$ cat config.mk
export PLATFORM = sky130hd
export DESIGN_NAME = internet_checksum_stream_core
export DESIGN_NICKNAME = d
export VERILOG_FILES = /design/src/rtl/ics_pkg.sv /design/src/rtl/internet_checksum_stream_core.sv
export SDC_FILE = /design/constraint.sdc
export NUM_CORES = 1
export LEC_CHECK = 0
export BUFFER_PORTS_ARGS = -buffer_cell sky130_fd_sc_hd__buf_2
export CAP_MARGIN = 0
export CORE_MARGIN = 1.5
export CORE_UTILIZATION = 50
export DETAILED_ROUTE_END_ITERATION = 10
export MAX_ROUTING_LAYER = met4
export PLACE_DENSITY = 0.75
export SYNTH_ARGS = -nofsm -noshare
export SYNTH_HDL_FRONTEND = slang
export SYNTH_SLANG_ARGS = --single-unit
$ cat constraint.sdc
create_clock -name clock -period 21 [get_ports clock]
set_clock_uncertainty 0.15 [all_clocks]
set_input_delay 4.2 -clock clock [delete_from_list [all_inputs] [get_ports clock]]
set_output_delay 4.2 -clock clock [all_outputs]
set_load 0.02 [all_outputs]
$ cat src/rtl/ics_pkg.sv
package ics_pkg;

   typedef struct packed {
      logic [7:0] data_byte;
      logic       end_of_packet;
      logic [1:0] packet_kind;
   } req_type;

   typedef struct packed {
      logic [15:0] checksum_value;
      logic [15:0] byte_count;
   } rsp_type;

   localparam logic [1:0]  KIND_UDP   = 2'd1;
   localparam logic [1:0]  KIND_TCP   = 2'd2;
   localparam logic [15:0] PROTO_UDP  = 16'd17;
   localparam logic [15:0] PROTO_TCP  = 16'd6;
   localparam logic [15:0] PSEUDO_SUB = 16'd8;

   // ones' complement add with end-around carry
   function automatic logic [15:0] ones_add(input logic [15:0] acc, input logic [15:0] term);
      logic [16:0] s;
      s = {1'b0, acc} + {1'b0, term};
      return s[15:0] + {15'd0, s[16]};
   endfunction

endpackage

$ cat src/rtl/internet_checksum_stream_core.sv
// Streaming Internet checksum over a packet delivered one byte per item.
// Input channel (req_): req_data carries the byte, the end-of-packet mark and
// the packet kind (0 IP, 1 UDP, 2 TCP, 3 as IP); the kind is taken from the
// first byte of each packet. Bytes pair big-endian into 16-bit words.
// Result channel (rsp_): one item per packet, issued for its final byte, with
// the ones' complement checksum and the byte count (saturating at
// 2^LENGTH_BITS - 1). UDP and TCP add the protocol number and count - 8.
// A final byte accepted into the input register moves into the result register
// as soon as that register is free to take it; rsp_valid rises with the load.
// Throughput: one byte per cycle while req_stall is low; the running sum updates
// with one 16-bit end-around-carry add per byte, closing adds in the same stage.
// Receiver stall: the result register holds its item; the input register
// keeps taking bytes that give no result, and req_stall rises only when a
// final byte waits behind a stalled result.
// Reset (synchronous, active high) empties both registers and drops any
// partly received packet.
module internet_checksum_stream_core #(
   parameter int LENGTH_BITS = 16
) (
   input  logic            clock,
   input  logic            reset,
   input  logic            req_valid,
   output logic            req_stall,
   input  ics_pkg::req_type req_data,
   output logic            rsp_valid,
   input  logic            rsp_stall,
   output ics_pkg::rsp_type rsp_data
);
   import ics_pkg::*;

   localparam logic [LENGTH_BITS-1:0] COUNT_MAX = '1;

   logic                   in_valid_ff;
   req_type                in_item_ff;
   logic [15:0]            sum_ff, sum_in;
   logic [7:0]             hold_ff, hold_in;
   logic                   odd_ff, odd_in;
   logic [LENGTH_BITS-1:0] count_ff, count_in;
   logic [1:0]             kind_ff, kind_in;
   logic                   open_ff;
   logic                   rsp_valid_ff;
   rsp_type                rsp_item_ff, rsp_item_in;

   logic out_free;
   logic advance;

   assign out_free  = !rsp_valid_ff || !rsp_stall;
   assign advance   = in_valid_ff && (!in_item_ff.end_of_packet || out_free);
   assign req_stall = in_valid_ff && !advance;
   assign rsp_valid = rsp_valid_ff;
   assign rsp_data  = rsp_item_ff;

   always_comb begin
      logic [15:0]            eff_sum;
      logic [7:0]             eff_hold;
      logic                   eff_odd;
      logic [LENGTH_BITS-1:0] eff_count;
      logic [15:0]            fin_sum;
      logic [15:0]            len_term;
      eff_sum   = open_ff ? sum_ff : 16'd0;
      eff_hold  = open_ff ? hold_ff : 8'd0;
      eff_odd   = open_ff ? odd_ff : 1'b0;
      eff_count = open_ff ? count_ff : '0;
      kind_in   = open_ff ? kind_ff : in_item_ff.packet_kind;
      if (eff_odd) begin
         sum_in  = ones_add(eff_sum, {eff_hold, in_item_ff.data_byte});
         hold_in = 8'd0;
         odd_in  = 1'b0;
      end else begin
         sum_in  = eff_sum;
         hold_in = in_item_ff.data_byte;
         odd_in  = 1'b1;
      end
      count_in = (eff_count == COUNT_MAX) ? eff_count : eff_count + LENGTH_BITS'(1);
      len_term = 16'(count_in) - PSEUDO_SUB;
      fin_sum  = odd_in ? ones_add(sum_in, {hold_in, 8'd0}) : sum_in;
      if (kind_in == KIND_UDP || kind_in == KIND_TCP) begin
         fin_sum = ones_add(fin_sum, (kind_in == KIND_UDP) ? PROTO_UDP : PROTO_TCP);
         fin_sum = ones_add(fin_sum, len_term);
      end
      rsp_item_in.checksum_value = ~fin_sum;
      rsp_item_in.byte_count     = 16'(count_in);
   end

   always_ff @(posedge clock) begin
      if (reset) begin
         in_valid_ff <= 1'b0;
      end else if (!req_stall) begin
         in_valid_ff <= req_valid;
      end
      if (req_valid && !req_stall) begin
         in_item_ff <= req_data;
      end
   end

   always_ff @(posedge clock) begin
      if (reset) begin
         sum_ff   <= 16'd0;
         hold_ff  <= 8'd0;
         odd_ff   <= 1'b0;
         count_ff <= '0;
         kind_ff  <= 2'd0;
         open_ff  <= 1'b0;
      end else if (advance) begin
         sum_ff   <= sum_in;
         hold_ff  <= hold_in;
         odd_ff   <= odd_in;
         count_ff <= count_in;
         kind_ff  <= kind_in;
         open_ff  <= !in_item_ff.end_of_packet;
      end
   end

   always_ff @(posedge clock) begin
      if (reset) begin
         rsp_valid_ff <= 1'b0;
      end else if (advance && in_item_ff.end_of_packet) begin
         rsp_valid_ff <= 1'b1;
      end else if (!rsp_stall) begin
         rsp_valid_ff <= 1'b0;
      end
      if (advance && in_item_ff.end_of_packet) begin
         rsp_item_ff <= rsp_item_in;
      end
   end

endmodule

# Word-level counts from Yosys, hierarchy flattened
# Cells that the tools add are included.
dict set report totals {
  register_bits 89
  elab_cells 54
  out_inout_bits 34
}
dict set report classes {
  mux 14
  n_addsub 10
  reduce_logical 12
  n_bitwise 1
  n_eq_ne 4
}
# operator n
set ops {}
lappend ops {{16-bit two-way mux} 6}
lappend ops {{16-bit by 1-bit adder with 16-bit output} 4}
lappend ops {{16-bit by 16-bit adder with 17-bit output} 3}
lappend ops {{16-bit by 5-bit adder with 17-bit output} 1}
lappend ops {{16-bit by 1-bit adder with 16-bit output, second input constant} 1}
lappend ops {{16-bit == test, second input constant} 1}
lappend ops {{8-bit two-way mux} 2}
lappend ops {{16-bit NOT} 1}
lappend ops {{16-bit by 4-bit subtractor with 16-bit output, second input constant} 1}
lappend ops {{1-bit zero test} 5}
lappend ops {{5-bit two-way mux} 1}
lappend ops {{1-bit logical AND} 4}
lappend ops {{1-bit two-way mux} 4}
lappend ops {{1-bit logical OR} 3}
lappend ops {{2-bit by 1-bit == test with 1-bit output, second input constant} 1}
lappend ops {{2-bit == test, second input constant} 1}
lappend ops {{2-bit two-way mux} 1}
lappend ops {{2-bit by 1-bit != test with 1-bit output, second input constant} 1}

# Depth between registers and ports, before layout
dict set report logic_depth {
  ltp_word 13
  ltp_mapped 70
}

# Least setup slack after synthesis
# No wires, ideal clock.
dict set report synth_timing {
  path_type {register -> register}
  from {register open_ff}
  to {register rsp_item_ff (netlist bit rsp_data[31]), data pin}
  setup_ns 0.272
  slack_ns 7.702
  path_buffers 5
  t_arrival_ns 12.876
  path_stages_with_launch 69
  path_cell_list {dfxtp_1 > clkbuf_1 > clkbuf_1 > clkbuf_1 > clkbuf_1 > and2_1 > ha_1 > fa_1 > a21oi_1 > o22ai_1 > a21oi_1 > o21ai_0 > a21oi_1 > o21ai_0 > a21o_1 > a21o_1 > ha_1 > ha_1 > [... 33 more ...] > o21bai_1 > a211o_1 > a2111o_1 > a31o_2 > a21oi_1 > nor2b_1 > o21ai_0 > nand2b_1 > ha_1 > and3_1 > nand3_1 > nor3_1 > nand3_1 > nor3_1 > nand3_1 > nor3_1 > xnor3_1 > mux2i_1}
}
# element line_no
set synth_lines {}
lappend synth_lines {{from (decl)} internet_checksum_stream_core.sv:40} ;# logic open_ff;
lappend synth_lines {{from (signal assigned)} internet_checksum_stream_core.sv:110} ;# open_ff <= !in_item_ff.end_of_packet;
lappend synth_lines {{to (signal assigned)} internet_checksum_stream_core.sv:123} ;# rsp_item_ff <= rsp_item_in;
lappend synth_lines {{to (decl)} internet_checksum_stream_core.sv:42} ;# rsp_type rsp_item_ff, rsp_item_in;

==> run metrics <==
result of the run=completed; period utilisation layout=69.9%; post-synthesis xor/xnor area fraction=12.7%; Peak supply drop=0.0615 mV; average detailed-routed wire length per instance=16.9 um; critical path class=register to register; library cell used as clock root buffer=sky130_fd_sc_hd__clkbuf_16; detailed-placement wirelength estimate=15.1 mm; initial standard-cell utilization of the core=51.4%; CTS H-Tree Depth=3; global routing usage summed across all routing layers=25.8%; post-route core utilization=56.0%; Vias=7015; port buffer count=48; P per Cell Area=60.0 nW/um^2; height of the die=128 um; post-synthesis sequential area ratio=28.2%; number of clock buffers inserted by TritonCTS=9; post-route cell area=8550 um^2; Core ar.=15300 um^2; cts hold-fix bufs=0; critical path capture point type=register; number of register bits inferred by synthesis=89; share of layout cells above drive strength 1=9.99%; final routed wirelength across all metal layers=20.1 mm; maximum capacitance violations=0; RSZ-0062 raised after global routing=false; area after detailed placement=8240 um^2; post-detailed-route via-to-cell ratio=5.89; number of enable flip-flop cells after synthesis=43; Unique masters post-synth=82; longest individual stage delay on the worst path=560 ps; hold_ws=300 ps; proportion of synthesized area in mux cells=2.11%; number of buffers on the longest clock path=2; net count of the finished layout=1048; Critical Path Fanout Max=41; largest family of logic cells by synthesized area=simple AND/OR/NAND/NOR gates; area share of the leading cell type in the synthesized netlist=16.5%; leakage power=3.44 nW; post-synthesis adder-cell area fraction=9.79%; antenna violations before repair=0; clock tree from TritonCTS=yes; DRC violation total after the first TritonRoute iteration=700; number of nets in the synthesized netlist=1023; most instantiated flip-flop cell in the synthesis netlist=sky130_fd_sc_hd__dfxtp_1; post-synthesis instance area=7840 um^2; aggregate negative setup slack=0 ps; weighted congestion at the end of routability-driven global placement=1.04; largest cells by area after synthesis=sky130_fd_sc_hd__edfxtp_1 (16%), sky130_fd_sc_hd__dfxtp_1 (12%), sky130_fd_sc_hd__ha_1 (8.5%); Worst-Margin Slew=950 ps; TritonRoute pass-1 iters=5; Post-CTS Setup Repair Bufs=0; remaining global-route overflow=0; clock latency on the worst-skew pair=370 ps; synthesized-area fraction occupied by ao, oa, aoi and oai cells=18.8%; total I/O pin count=49; worst hold path type=register to register; cell accounting for the most synthesized area=sky130_fd_sc_hd__edfxtp_1; number of instances in the synthesized netlist=951; fmax=68.2 MHz; Clock transition at path regs=70 ps; CP max stage cell=sky130_fd_sc_hd__nor4_1; final setup violation count=0; # resized after CTS=0; area share of and/or/nand/nor cells after synthesis=24.5%; Overall Power=513 uW; cell row count=45; Yosys warnings=0; antenna cells=0; number of DRC violations after detailed routing=0; largest net degree at the start of global routing=52; headroom to the max-slew limit=36.7%; final-layout fill cell count=1413; full die area=16400 um^2; layout overhead on the synthesized area=9.12%; proportion of register bits with asynchronous set or reset after synthesis=0%; final worst path period need=14670 ps; data arrival time of the critical path=14730 ps; kind of start point of the critical path=register; average size of a mapped cell=8.24 um^2; final-report max-slew violation count=0; Worst Path Required=21060 ps; final hold vios=0; width of the die=128 um; remaining number of nets flagged by the antenna check after routing=0; number of clock sinks=89; global-route wire length before repair=32.1 mm; vias in the first global route=6283
==> where the power goes <==
group	switching [mW]	internal, mW	total [mW]
clock	0.0802	0.0955	0.176
combinational	0.0866	0.0550	0.142
sequential	0.00431	0.192	0.196
total	0.171	0.342	0.513
==> path summary, 6_finish.rpt <==
path	startpoint	to	slack [ps]	cells past startpoint
worst max-delay path	open_ff$_SDFFE_PP0P_	rsp_data[31]$_DFFE_PP_	6330	64
worst min-delay path	hold_ff[3]$_SDFFE_PP0P_	hold_ff[3]$_SDFFE_PP0P_	300	2
worst max register to register	open_ff$_SDFFE_PP0P_	rsp_data[31]$_DFFE_PP_	6330	64
worst min register to register	hold_ff[3]$_SDFFE_PP0P_	hold_ff[3]$_SDFFE_PP0P_	300	2
==> cells by family (layout without fill, tap and decap cells) <==
| family | count (synthesis) | count (layout) |
|---|---|---|
| simple gates | 382 | 382 |
| compound gates | 218 | 218 |
| xor+xnor | 108 | 108 |
| flops | 89 | 89 |
| buf+inv | 79 | 109 |
| fa+ha+maj | 59 | 59 |
| mux | 16 | 16 |
==> through the flow <==
step                instances  worst slack (ps)
finish                   1192              6330
global route             1192              4930
CTS                      1192              6500
detailed placement       1176              6560
global placement         1176              6930
floorplan                 951              7700
==> final cells by class <==
type	instances	area (um^2)	area share [%]
inverters	38	143	1.67
multi-input cells	783	5330	62.3
well taps	211	264	3.09
repair buffers	55	293	3.42
clock buffers	9	225	2.63
clock inverters	7	90.1	1.05
flip-flops and latches	89	2210	25.9
==> layer usage <==
layer  GRT usage [%]  wire length [um]  up-vias
met5               -                 0        -
met4            7.47               313        0
met3            4.51              1500       27
met2            38.0              8800      249
met1            36.2              9530     3263
li1                -                 -     3476
==> synth_stat cells (all sizes together), types with 4 or more instances <==
library cell	instances
inv	37
and4	5
nor2b	6
nand4	13
o21ai	31
a21oi	73
fa	4
clkbuf	32
o21bai	11
xnor2	67
a31o	4
o2111ai	5
o211ai	5
nand3b	4
mux2i	12
a21o	15
and2	46
edfxtp	43
o31ai	7
nor2	86
buf	9
nand3	30
and3	11
nor3	23
xor2	38
ha	53
nand2b	6
nand2	116
a211oi	21
dfxtp	46
nor4	13
mux2	4
o21a	5
a31oi	10
or4	5
or3	8
==> registers in the layout, summed over array words and instances (netlist names), 2 cells and up <==
signal and count:
in_item_ff 11, count_ff 16, sum_ff 16, hold_ff 8, kind_ff 2, rsp_data 32
==> critical path, delay by kind of cell (launching register included) <==
kind | cells | cell delay [ps]
flip-flops | 1 | 500
multiplexers | 1 | 140
AND/OR/NAND/NOR | 21 | 3630
XOR/XNOR | 3 | 610
buffers and inverters | 1 | 430
adder cells (fa/ha/maj) | 11 | 3020
AO/OA/AOI/OAI | 27 | 6050
==> cells in the final DEF (no fill, tap or decap), drive strengths merged, types with 23 or more instances in the layout <==
cell type    n
inv         42
o21ai       31
nand3       30
dfxtp       46
buf         55
a21oi       73
ha          53
nor3        23
xor2        38
xnor2       67
nor2        86
and2        46
nand2      116
edfxtp      43
Power figures use the tool's default switching activity.
